===== config.mk =====
export PLATFORM = sky130hd
export DESIGN_NAME = tcw_cursor
export DESIGN_NICKNAME = d
export VERILOG_FILES = /design/src/hdl/tcw_pkg.sv /design/src/hdl/tcw_cursor.sv
export SDC_FILE = /design/constraint.sdc
export NUM_CORES = 1
export LEC_CHECK = 0
export BUFFER_PORTS_ARGS = -buffer_cell sky130_fd_sc_hd__buf_4
export CAP_MARGIN = 20
export CORE_ASPECT_RATIO = 0.7
export CORE_UTILIZATION = 56
export DETAILED_ROUTE_END_ITERATION = 8
export PLACE_DENSITY_LB_ADDON = 0.1
export SLEW_MARGIN = 40
export SYNTH_ARGS = -nofsm -noshare
export SYNTH_HDL_FRONTEND = slang
export SYNTH_SLANG_ARGS = --single-unit

===== constraint.sdc =====
create_clock -name vclk -period 10.51
set_input_delay 2.6275 -clock vclk [all_inputs]
set_output_delay 2.6275 -clock vclk [all_outputs]
set_load 0.05 [all_outputs]

===== src/hdl/tcw_pkg.sv =====
`timescale 1ns / 1ps
// ----------------------------------------------------------------------------
// tcw_pkg
// Shared widths, character codes, mode and register codes for the text
// console writer.
// ----------------------------------------------------------------------------
package tcw_pkg;

  localparam int COLUMNS_DEF = 80;
  localparam int ROWS_DEF    = 25;

  localparam int MODE_W    = 2;
  localparam int CODE_W    = 8;
  localparam int ATTR_W    = 8;
  localparam int CELL_W    = 16;
  localparam int LOC_W     = 11;
  localparam int CFG_IDX_W = 1;
  localparam int TAB_STEP  = 8;

  // item modes
  localparam logic [MODE_W-1:0] MODE_PUT   = 2'd0;
  localparam logic [MODE_W-1:0] MODE_CLEAR = 2'd1;
  localparam logic [MODE_W-1:0] MODE_READ  = 2'd2;

  // register indexes
  localparam logic [CFG_IDX_W-1:0] CFG_CHAR_ATTR  = 1'b0;
  localparam logic [CFG_IDX_W-1:0] CFG_BLANK_ATTR = 1'b1;

  localparam logic [ATTR_W-1:0] CHAR_ATTR_RST  = 8'h0E;
  localparam logic [ATTR_W-1:0] BLANK_ATTR_RST = 8'h0F;

  // character codes
  localparam logic [CODE_W-1:0] CH_BS    = 8'h08;
  localparam logic [CODE_W-1:0] CH_TAB   = 8'h09;
  localparam logic [CODE_W-1:0] CH_LF    = 8'h0A;
  localparam logic [CODE_W-1:0] CH_CR    = 8'h0D;
  localparam logic [CODE_W-1:0] CH_SPACE = 8'h20;
  localparam logic [CODE_W-1:0] CH_DEL   = 8'h7F;

  // what a put does beyond moving the cursor
  typedef struct packed {
    logic write_cell;
    logic scroll;
  } put_ctl_t;

  typedef enum logic [3:0] {
    ST_IDLE   = 4'b0001,
    ST_SCROLL = 4'b0010,
    ST_CLEAR  = 4'b0100,
    ST_RESULT = 4'b1000
  } state_t;

endpackage


===== src/hdl/tcw_cursor.sv =====
`timescale 1ns / 1ps
// ----------------------------------------------------------------------------
// tcw_cursor
// Next cursor position for a put: control codes, printable advance, right
// edge wrap and bottom overflow detection.
// ----------------------------------------------------------------------------
module tcw_cursor #(
  parameter int COLUMNS = tcw_pkg::COLUMNS_DEF,
  parameter int ROWS    = tcw_pkg::ROWS_DEF,
  parameter int COL_W   = $clog2(COLUMNS),
  parameter int ROW_W   = $clog2(ROWS),
  parameter int ADDR_W  = $clog2(COLUMNS * ROWS)
) (
  input  logic [COL_W-1:0]            col,
  input  logic [ROW_W-1:0]            row,
  input  logic [tcw_pkg::CODE_W-1:0]  code,
  output logic [COL_W-1:0]            col_nxt,
  output logic [ROW_W-1:0]            row_nxt,
  output logic [ADDR_W-1:0]           pos_nxt,
  output tcw_pkg::put_ctl_t           ctl
);

  // one spare bit each for tab overshoot and row overflow
  logic [COL_W:0] col_x;
  logic [ROW_W:0] row_x;

  always_comb begin
    col_x = {1'b0, col};
    row_x = {1'b0, row};
    ctl   = '0;
    case (code)
      tcw_pkg::CH_BS: begin
        if (col != '0) begin
          col_x = col_x - 1'b1;
        end
      end
      tcw_pkg::CH_TAB: begin
        col_x = (col_x + (COL_W+1)'(tcw_pkg::TAB_STEP))
              & ~(COL_W+1)'(tcw_pkg::TAB_STEP - 1);
      end
      tcw_pkg::CH_CR: begin
        col_x = '0;
      end
      tcw_pkg::CH_LF: begin
        col_x = '0;
        row_x = row_x + 1'b1;
      end
      default: begin
        if (code inside {[tcw_pkg::CH_SPACE:tcw_pkg::CH_DEL]}) begin
          ctl.write_cell = 1'b1;
          col_x          = col_x + 1'b1;
        end
      end
    endcase
    if (col_x >= (COL_W+1)'(COLUMNS)) begin
      col_x = '0;
      row_x = row_x + 1'b1;
    end
    if (row_x >= (ROW_W+1)'(ROWS)) begin
      ctl.scroll = 1'b1;
      row_x      = (ROW_W+1)'(ROWS - 1);
    end
  end

  assign col_nxt = col_x[COL_W-1:0];
  assign row_nxt = row_x[ROW_W-1:0];
  assign pos_nxt = ADDR_W'(row_nxt) * ADDR_W'(COLUMNS) + ADDR_W'(col_nxt);

endmodule


; ---- After elaboration in Yosys (flattened, before gate mapping)
; Cells that the tools add are included.
[totals]
register_bits = 0
latch_bits = 0
ramBits = 0
mem_bits_ro = 0
in_bits = 20
out_inout_bits = 25
elab_cells = 29
mem_count = 0
[op_classes]
addsub = 6
mul = 1
div_mod_pow = 0
n_lt_le_gt_ge = 4
n_eq_ne = 4
shift = 0
muxes = 10
bitwise = 0
reduce_logical = 4
[op_table]
columns = cell, count
row1 = == test 8 x 4 -> 1 bit (second input constant), 4
row2 = case mux 8 bit (3 select lines), 1
row3 = 2-to-1 mux 8 bit, 2
row4 = 2-to-1 mux 6 bit, 2
row5 = adder 11 x 7 -> 11 bit, 1
row6 = adder 7 x 1 -> 8 bit (second input constant), 1
row7 = adder 7 x 4 -> 8 bit (second input constant), 1
row8 = >= comparator 8 x 6 -> 1 bit (second input constant), 1
row9 = >= comparator 8 x 7 -> 1 bit (second input constant), 1
row10 = <= comparator 8 x 7 -> 1 bit (second input constant), 1
row11 = subtractor 7 x 1 -> 8 bit (second input constant), 1
row12 = multiplier 5 x 3 -> 7 bit (second input constant), 1
row13 = 2-to-1 mux 7 bit, 1
row14 = nonzero test 7 bit, 1
row15 = adder 5 x 1 -> 6 bit (second input constant), 1
row16 = adder 6 x 1 -> 6 bit (second input constant), 1
row17 = >= comparator 6 x 5 -> 1 bit (second input constant), 1
row18 = 2-to-1 mux 5 bit, 1
row19 = OR reduction 4 bit, 1
row20 = 2-to-1 mux 1 bit, 3
row21 = OR reduction 2 bit, 1
row22 = logical AND 1 bit, 1

; ---- Longest topological paths before layout
; Gate-level depths: netlist (run 1).
[depth]
ltp_word = 10
depth_mapped = 23
depth_no_buf = 22

; ---- Worst setup path after synthesis (run 1)
; Ideal clock, no wire load.
[synth_path]
path_type = in2out
start = input port col[1]
end = output port pos_nxt[10]
arrival_time_ns = 8.737
t_required_ns = 7.883
setup_slack_ns = -0.855
stages = 18
path_buffers = 0
cell_sequence = inv_1 ha_1 or4b_1 nor3_2 nor3_1 a311oi_2 a22oi_4 o41ai_1 ha_1 ha_1 fa_1 nand2_1 o21bai_1 a21o_1 a32o_1 a21oi_1 o21ai_0 xor2_1
[synth_between]
elab_chain_len = 9
word_cells_on_any_way = 14
cone_classes = 4 x add/sub / 1 x mul / 2 x order compare / 6 x mux / 1 x reduce/logical
[synth_lines]
columns = item, line
row1 = start: declaration, tcw_cursor.sv:14  ; input logic [COL_W-1:0] col,
row2 = "adder 7 x 1 -> 8 bit, or another cell as far along", tcw_cursor.sv:51  ; col_x = col_x + 1'b1;
row3 = 2-to-1 mux 8 bit (on tied branches), "tcw_cursor.sv:49, tcw_cursor.sv:33"
row4 = case mux 8 bit (3 select lines) (*), tcw_cursor.sv:31  ; case (code)
row5 = >= comparator 8 x 7 -> 1 bit (*), tcw_cursor.sv:55  ; if (col_x >= (COL_W+1)'(COLUMNS)) begin
row6 = 2-to-1 mux 6 bit (*), tcw_cursor.sv:55
row7 = >= comparator 6 x 5 -> 1 bit, tcw_cursor.sv:59  ; if (row_x >= (ROW_W+1)'(ROWS)) begin
row8 = 2-to-1 mux 5 bit (*), tcw_cursor.sv:59
row9 = named net row_nxt[1], tcw_cursor.sv:18  ; output logic [ROW_W-1:0] row_nxt,
row10 = multiplier 5 x 3 -> 7 bit (*), tcw_cursor.sv:67  ; assign pos_nxt = ADDR_W'(row_nxt) * ADDR_W'(COLUMNS) + ADDR_W'(col_nxt);
row11 = adder 11 x 7 -> 11 bit (*), tcw_cursor.sv:67
row12 = end: declaration, tcw_cursor.sv:19  ; output logic [ADDR_W-1:0] pos_nxt,
; The timed path passes the listed nets; every way through them passes the cells marked *.

; ---- Worst setup path after layout (run 1)
[layout_path]
start = input port code[5] in the netlist's numbering
end = output port pos_nxt[10]
[layout_between]
elab_chain_len = 10
word_cells_on_any_way = 19
cone_classes = 2 x add/sub / 1 x mul / 4 x order compare / 4 x eq/ne / 6 x mux / 2 x reduce/logical
[layout_lines]
columns = item, line
row1 = start: declaration, tcw_cursor.sv:16  ; input logic [tcw_pkg::CODE_W-1:0] code,
row2 = >= comparator 8 x 6 -> 1 bit or <= comparator 8 x 7 -> 1 bit (tied branches), tcw_cursor.sv:49  ; if (code inside {[tcw_pkg::CH_SPACE:tcw_pkg::CH_DEL]}) begin
row3 = logical AND 1 bit, tcw_cursor.sv:49
row4 = 2-to-1 mux 8 bit, tcw_cursor.sv:49
row5 = case mux 8 bit (3 select lines), tcw_cursor.sv:31
row6 = >= comparator 8 x 7 -> 1 bit, tcw_cursor.sv:55
row7 = 2-to-1 mux 6 bit, tcw_cursor.sv:55
row8 = >= comparator 6 x 5 -> 1 bit, tcw_cursor.sv:59
row9 = 2-to-1 mux 5 bit, tcw_cursor.sv:59
row10 = multiplier 5 x 3 -> 7 bit, tcw_cursor.sv:67
row11 = adder 11 x 7 -> 11 bit (*), tcw_cursor.sv:67
; Every way passes the cells marked *; elsewhere a longest branch is shown, timed or not.

==> results_dict.tcl, run 1 <==
set metrics [dict create \
    design.seq.count 0 \
    grt_max_degree 19 \
    netlist_area_um2 1510 \
    drive_gt1_frac 0.2803 \
    die_w_um 64.07 \
    timing_hold_violations_final 0 \
    cap_violations 0 \
    end_kind "primary output" \
    routed_via_density 6.410 \
    drt_first_pass_iters 4 \
    status "finished, final reports clean" \
    path_class "in -> out" \
    grt_use_total 0.2949 \
    ys_seq_area_frac 0 \
    critPathArrivalTime_ns 7.52 \
    wl_per_cell_um 15.95 \
    post-dp-hpwl_um 3499 \
    num_vias 1750 \
    placedCellCount 272 \
    p_leak_nw 0.8426 \
    gp_congestion 1.015 \
    ios 45 \
    die_h_um 45.45 \
    start_util 0.6005 \
    cpMostUsedCell "ha_1" \
    first_global_vias 1490 \
    route.detailed.drc 0 \
    finalWirelength_um 4354 \
    place_area_um2 1852 \
    worst_path_max_delay_cell "fa_1" \
    synth.mux.area_fraction 0.04805 \
    synth_top_family_by_area "simple AND/OR/NAND/NOR gates" \
    critPathRequiredTime_ns 7.88 \
    finish.utilization 0.7468 \
    fmax_mhz 98.55 \
    area_delta_synth_final_pct 24.36 \
    tightestPinTransition_ns 0.7996 \
    clkbuf_count 0 \
    crit_path_cell_trace "buf_4, nor4_4, nand2_2, mux2i_4, inv_1, ha_1, xor2_1, a211o_1, a21oi_1, nor3_1, a21oi_2, nand3_2, o41ai_2, ha_1, ha_1, fa_1, nand2_1, o21bai_1, a21o_1, a32o_1, a21oi_1, o21ai_0, xor2_2, buf_4" \
    synthCells 202 \
    path_buf_inv 3 \
    syn_nets 240 \
    layoutNonFillerInstCount 273 \
    yosys.area_share.simple 0.3215 \
    std_cell_rows 15 \
    fin_crit_sh 0.9654 \
    path_delay_family "compound AO/OA/AOI/OAI gates" \
    synthAdderAreaFrac 0.1591 \
    synth_compound_area_frac 0.2817 \
    drt_iter0_markers 291 \
    synth-xor-area-share 0.1193 \
    cp-start-kind "primary input" \
    synth_cell_types 67 \
    setup_tns_ns 0 \
    period_minus_slack_ns 10.15 \
    design_area_um2 1878 \
    overflow 0 \
    nets 279 \
    cp_max_fo 7 \
    dieArea_um2 2912 \
    grt_first_pass_wirelength_um 6796 \
    num_antenna_cells 0 \
    antenna_found_initial 0 \
    power_density_nw_per_um2 91.95 \
    avgSynthCellArea_um2 7.476 \
    core_area_um2 2515 \
    hold_path.class "in -> out" \
    postRouteAntennaNets 0 \
    seq_area_um2 0 \
    power_uw 172.7 \
    port_buffers 45 \
    slew_viol_final 0 \
    vdd_drop_max_v 0.0001082 \
    relSlewSlack 0.4620 \
    hold_buffers 0 \
    setup_viol 0 \
    yosysWarnings 0 \
    slowest_delay_ns 0.53 \
]
-- cell families after synthesis --
group                      Yosys count
and+or+nand+nor                     80
AOI/OAI and AO/OA                   55
buffers and inverters               23
xor gates and xnor gates            19
adders and majority gates           18
muxes                                7
-- cells in the final DEF, fill, tap and decap left out, types with 4 or more instances in the layout --
cell     instances
a21o_1           4
a21oi_1          8
and3_1           4
buf_4           46
ha_1            16
inv_1           13
mux2i_1          4
nand2_1          8
nand3_1          8
nor2_1          17
nor2b_1          4
nor3_1           6
o21ai_0          9
o31ai_1          4
xnor2_1         11
xor2_1           6
-- power by group --
part / internal (mW) / leakage [nW] / switching [mW]
Sequential: 0 / 0 / 0
Combinational: 0.0582 / 0.843 / 0.114
Clock: 0 / 0 / 0
Total: 0.0582 / 0.843 / 0.114
-- metrics by stage --
step	setup slack, ns	hold slack, ns
after detailed placement	0.08605	5.657
after CTS	0.08833	5.662
final	0.3633	5.662
after global placement	0.3555	5.647
after floorplan	0.09906	5.538
after global routing	-0.01780	5.676
-- path summary, 6_finish.rpt --
kind	start	end	slack [ns]	cells after the start
max	code[5]	pos_nxt[10]	0.36	24
min	col[0]	pos_nxt[0]	5.66	3
-- repair_timing --
action	4_1_cts	5_1_grt
setup buffers	0	1
endpoints found under the setup margin	0	1
gates resized for setup	0	4
-- tightest hold or removal path, stage by stage --
cell,delay [ns]
buf_4,0.12
a211oi_1,0.09
buf_4,0.19
-- cell type report --
class,instances,area (µm²)
fill,214,636.9
inverter,14,52.55
multi-input combinational,179,1438
tap,34,42.54
timing repair buffer,46,345.3
-- synthesized netlist by cell type, types with 3 or more instances --
cell / number / area (µm²)
xor2_1: 7 / 61.31
and3_1: 4 / 25.02
inv_1: 13 / 48.80
nor2b_1: 4 / 25.02
ha_1: 16 / 200.2
a21oi_1: 9 / 45.04
o31ai_1: 4 / 30.03
nand2_1: 9 / 33.78
and2_1: 3 / 18.77
a21o_1: 4 / 30.03
nand4_1: 3 / 18.77
or3_1: 3 / 18.77
o21ai_0: 9 / 45.04
a211oi_1: 3 / 22.52
mux2i_1: 5 / 50.05
xnor2_1: 11 / 96.34
nor3_1: 6 / 30.03
nor2_1: 17 / 63.81
o21bai_1: 3 / 22.52
nand3_1: 8 / 40.04
nor4_1: 3 / 18.77
buf_4: 5 / 37.54
-- metal layers --
metal,part of all wire,vias up,global-route usage,wire [µm]
met5,0,-,0,0
met4,0.0032,0,0.04091,14
met3,0.10,2,0.02250,442
met2,0.44,119,0.4830,1922
met1,0.45,796,0.4346,1975
li1,-,833,-,-
Power figures use the tool's default switching activity.
==> inputs of run 2 (changes only) <==
--- a/config.mk
+++ b/config.mk
@@ -5,6 +5,7 @@
 export SDC_FILE = /design/constraint.sdc
 export NUM_CORES = 1
 export LEC_CHECK = 0
+export ABC_AREA = 1
 export BUFFER_PORTS_ARGS = -buffer_cell sky130_fd_sc_hd__buf_4
 export CAP_MARGIN = 20
 export CORE_ASPECT_RATIO = 0.7
==> run 2 against run 1 <==
  * Synthesized area up 2.3%
  * Hold slack worse by 0.048 ns
  * Cell area down 0.67%
  * Final cell count up 21%
  * Via count down 3.7%
  * Setup slack better by 1.0 ns
  * Global-route usage down 6.3 points
  * Count of clock-buffer cells in the layout unchanged
  * Critical path depth up 5
  * Synthesized cell count up 28%
  * Flip-flop and latch count unchanged
  * Total power up 27%
  * Largest power group unchanged
==> results_dict.tcl, run 2 <==
set metrics [dict create \
    ios 45 \
    p_leak_nw 1.009 \
    clkbuf_count 0 \
    synth_cell_types 34 \
    slew_viol_final 0 \
    path_class "in -> out" \
    setup_viol 0 \
    cap_violations 0 \
    cts_resized 0 \
    relSlewSlack 0.7233 \
    synthCells 259 \
    fin_crit_sh 0.8661 \
    die_h_um 45.95 \
    end_kind "primary output" \
    pre_cts_slack_ns 1.403 \
    nFillCells 227 \
    power_density_nw_per_um2 117.7 \
    worst_path_max_delay_cell "fa_1" \
    setup_tns_ns 0 \
    final_cell_mix "nand2_1 (73), buf_4 (45), inv_1 (32)" \
    yosysWarnings 0 \
    synth_common_cells "nand2_1 (73), inv_1 (32), nand3_1 (26), nor2_1 (21), ha_1 (16)" \
    ys_seq_area_frac 0 \
    gp_congestion 0.9680 \
    routed_via_density 5.091 \
    grt_max_degree 11 \
    cpMostUsedCell "nand2_1" \
    std_cell_rows 15 \
    cp_max_fo 9 \
    synth.area.top_cells "nand2_1 (18%), ha_1 (13%), nand3_1 (8.4%)" \
    drt_iter0_markers 102 \
    final_common_cell "nand2_1" \
    area_delta_synth_final_pct 20.73 \
    num_vias 1685 \
    netlist_area_um2 1545 \
    status "finished, final reports clean" \
    overflow 0 \
    hold_buffers 0 \
    num_antenna_cells 0 \
    seq_area_um2 0 \
    drive_gt1_frac 0.2963 \
    first_global_vias 1299 \
    hold_path.class "in -> out" \
    antenna_found_initial 0 \
    finalWirelength_um 3386 \
    post_cts_buffers 0 \
    period_minus_slack_ns 9.102 \
    nets 337 \
    design.seq.count 0 \
    setup_slack_ns 1.408 \
    rsz0062_at_grt "no" \
    vdd_drop_max_v 0.00008164 \
    route.detailed.drc 0 \
    drt_first_pass_iters 4 \
    die_w_um 64.79 \
    core_area_um2 2534 \
    fmax_mhz 109.9 \
    synth_top_cell_by_area "nand2_1" \
    dieArea_um2 2977 \
    wl_per_cell_um 10.23 \
    postRouteAntennaNets 0 \
    synth_top_area_frac 0.1773 \
    port_buffers 45 \
    tightestPinTransition_ns 0.4107 \
    avgSynthCellArea_um2 5.966 \
    critPathArrivalTime_ns 6.47 \
    slowest_delay_ns 0.38 \
    grt_use_total 0.2316 \
    post-dp-hpwl_um 2947 \
    grt_first_pass_wirelength_um 5547 \
    cp-start-kind "primary input" \
    syn_nets 297 \
    timing_hold_violations_final 0 \
    critPathRequiredTime_ns 7.88 \
    synth_most_common_cell "nand2_1" \
    start_util 0.6099 \
]
run 2: changes by cell type after synthesis, sizes merged, moves of 5 or more:
cell and delta:
xnor2 -9, inv +22, mux2i -5, nand2 +77, nand3 +22, nor2 +18
nor3 -6
run 2: logic make-up (layout without fill, tap and decap cells):
family / Yosys count / in the layout / share of synthesized area
buffers and inverters: 44 / 82 / 0.1287
AOI/OAI and AO/OA: 21 / 21 / 0.08907
adders and majority gates: 18 / 18 / 0.1555
xor gates and xnor gates: 13 / 13 / 0.07368
and+or+nand+nor: 163 / 163 / 0.5530
run 2: path summary, 6_finish.rpt:
path / startpoint / to / slack, ns / cells past startpoint
setup / recovery: code[6] / pos_nxt[10] / 1.41 / 29
hold / removal: code[7] / ctl[1] / 5.61 / 3
run 2: where the power goes:
group | switching, mW | internal (mW) | total, mW | leakage [nW]
Combinational | 0.151 | 0.0687 | 0.220 | 1.01
Sequential | 0 | 0 | 0 | 0
Clock | 0 | 0 | 0 | 0
run 2: stage by stage:
| stage | area [µm²] | hold slack (ns) | total power [mW] | cells | util |
|---|---|---|---|---|---|
| CTS | 1866 | 5.615 | 0.2199 | 331 | 0.7363 |
| detailed placement | 1866 | 5.614 | 0.2194 | 331 | 0.7363 |
| global route | 1866 | 5.634 | 0.2352 | 331 | 0.7363 |
| floorplan | 1545 | 5.368 | 0.1660 | 259 | - |
| finish | 1866 | 5.614 | 0.2197 | 331 | 0.7363 |
| global placement | 1866 | 5.613 | 0.2184 | 331 | 0.7363 |
run 2: area by class of cell:
type                            count  area (µm²)  area share
Inverter                           37       138.9     0.07445
Multi-Input combinational cell    215        1346      0.7217
Tap cell                           34       42.54     0.02280
Timing Repair Buffer               45       337.8      0.1811
run 2: critical path, delay by kind of cell:
family	cells	cell delay [ns]
xor gates and xnor gates	2	0.46
adders and majority gates	4	1.08
buffers and inverters	5	0.50
and+or+nand+nor	18	1.81
run 2: per-layer routing:
| metal | vias to the layer above | global-route usage | wire (µm) |
|---|---|---|---|
| met5 | - | 0 | 0 |
| met4 | 0 | 0.004444 | 0 |
| met3 | 0 | 0.002500 | 194 |
| met2 | 54 | 0.3438 | 1277 |
| met1 | 727 | 0.3807 | 1914 |
| li1 | 904 | - | - |
==> inputs of run 3 (changes only) <==
--- a/config.mk
+++ b/config.mk
@@ -11,7 +11,7 @@
 export CORE_ASPECT_RATIO = 0.7
 export CORE_UTILIZATION = 56
 export DETAILED_ROUTE_END_ITERATION = 8
-export PLACE_DENSITY_LB_ADDON = 0.1
+export PLACE_DENSITY = 0.95
 export SLEW_MARGIN = 40
 export SYNTH_ARGS = -nofsm -noshare
 export SYNTH_HDL_FRONTEND = slang
==> run 3 against run 2 <==
  * Largest cell class unchanged
  * Sequential share of layout area did not move
  * Count of clock-buffer cells in the layout is the same
  * Non-clock buffer count is the same
  * Global-route usage is 2.5 points higher
  * Cell area stayed put
  * Die area is the same
  * Critical path depth shrank 5
  * Setup slack got worse by 0.10 ns
  * Final cell count did not move
  * Via count increased by 5.9%
  * Critical endpoint unchanged
  * Combinational power increased by 2%
==> results_dict.tcl, run 3 (synthesized netlist as in run 2, its figures left out) <==
set metrics [dict create \
    end_kind "primary output" \
    power_density_nw_per_um2 120.3 \
    post-dp-hpwl_um 3306 \
    relSlewSlack 0.6996 \
    vdd_drop_max_v 0.00008588 \
    finalWirelength_um 3884 \
    dieArea_um2 2977 \
    timing_hold_violations_final 0 \
    gp_congestion 0.9203 \
    nFillCells 228 \
    ios 45 \
    holdPathEnd "ctl[1]" \
    std_cell_rows 15 \
    route.detailed.drc 0 \
    grt_first_pass_wirelength_um 6175 \
    postRouteAntennaNets 0 \
    hold_depth 3 \
    status "finished, final reports clean" \
    grt_max_degree 11 \
    cp-start-kind "primary input" \
    wl_per_cell_um 11.73 \
    clkbuf_count 0 \
    critPathArrivalTime_ns 6.58 \
    design.seq.count 0 \
    setup_tns_ns 0 \
    area_delta_synth_final_pct 20.73 \
    drive_gt1_frac 0.2963 \
    final_cell_mix "nand2_1 (73), buf_4 (45), inv_1 (32)" \
    period_minus_slack_ns 9.206 \
    critPathRequiredTime_ns 7.88 \
    post_cts_buffers 0 \
    hold_path.class "in -> out" \
    core_area_um2 2534 \
    cp_max_fo 5 \
    setup_viol 0 \
    cts_resized 0 \
    cap_violations 0 \
    layoutNonFillerInstCount 331 \
    placedCellCount 331 \
    drt_iter0_markers 163 \
    path_class "in -> out" \
    num_vias 1784 \
    fin_crit_sh 0.8759 \
    die_h_um 45.95 \
    nets 337 \
    num_antenna_cells 0 \
    tightestPinTransition_ns 0.4459 \
    fmax_mhz 108.6 \
    min_from "code[7]" \
    port_buffers 45 \
    seq_area_um2 0 \
    grt_use_total 0.2570 \
    p_leak_nw 1.009 \
    antenna_found_initial 0 \
    final_common_cell "nand2_1" \
    slew_viol_final 0 \
    first_global_vias 1480 \
    overflow 0 \
    die_w_um 64.79 \
    drt_first_pass_iters 4 \
    routed_via_density 5.390 \
    start_util 0.6099 \
    rsz0062_at_grt "no" \
    hold_buffers 0 \
]
run 3: how the worst max path moves through the flow:
stage          slack (ns)  depth (start not counted)          end    start
3_3_place_gp         1.53                         24  pos_nxt[10]   col[0]
5_1_grt              0.99                         24  pos_nxt[10]   col[0]
3_5_place_dp         1.33                         25  pos_nxt[10]   col[0]
4_1_cts              1.33                         25  pos_nxt[10]   col[0]
6_report             1.30                         24  pos_nxt[10]   col[0]
2_1_floorplan        0.85                         16   pos_nxt[9]  code[5]
run 3: layout make-up:
class	count	area, µm²	area share
Tap cell	34	42.54	0.02280
Timing Repair Buffer	45	337.8	0.1811
Inverter	37	138.9	0.07445
Multi-Input combinational cell	215	1346	0.7217
run 3: critical path: stages:
cell and delay [ns]:
buf_4 0.13, inv_1 0.16, ha_1 0.26, nand3_2 0.13, nor2_4 0.14, nor2_4 0.07, nand2_1 0.07, nand2_1 0.07
nor2_2 0.12, nand2_2 0.10, a21oi_2 0.26, nor2_1 0.12, a21oi_4 0.22, nand3_1 0.18, ha_1 0.31, ha_1 0.22
fa_1 0.38, xor2_1 0.26, nand3_1 0.13, xor2_1 0.18, inv_1 0.06, nand4_1 0.11, nand2_1 0.09, buf_4 0.19
run 3: metal layers:
metal  vias to the layer above  wire length, µm  global-route usage
met5                         -                0                   0
met4                         0               45             0.04444
met3                         8              324            0.002500
met2                        99             1686              0.4271
met1                       772             1828              0.3777
li1                        905                -                   -
run 3: per-stage QoR:
step	util	setup slack, ns	total power, mW	hold WS, ns	area (µm²)
6_report	0.7363	1.304	0.2244	5.616	1866
5_1_grt	0.7363	0.9917	0.2394	5.629	1866
4_1_cts	0.7363	1.327	0.2236	5.612	1866
3_5_place_dp	0.7363	1.326	0.2231	5.612	1866
3_3_place_gp	0.7363	1.527	0.2197	5.607	1866
2_1_floorplan	-	0.8549	0.1660	5.368	1545
run 3: report_power, final:
group	switching (mW)	internal [mW]	total (mW)
clock network	0	0	0
logic	0.155	0.0694	0.224
registers	0	0	0
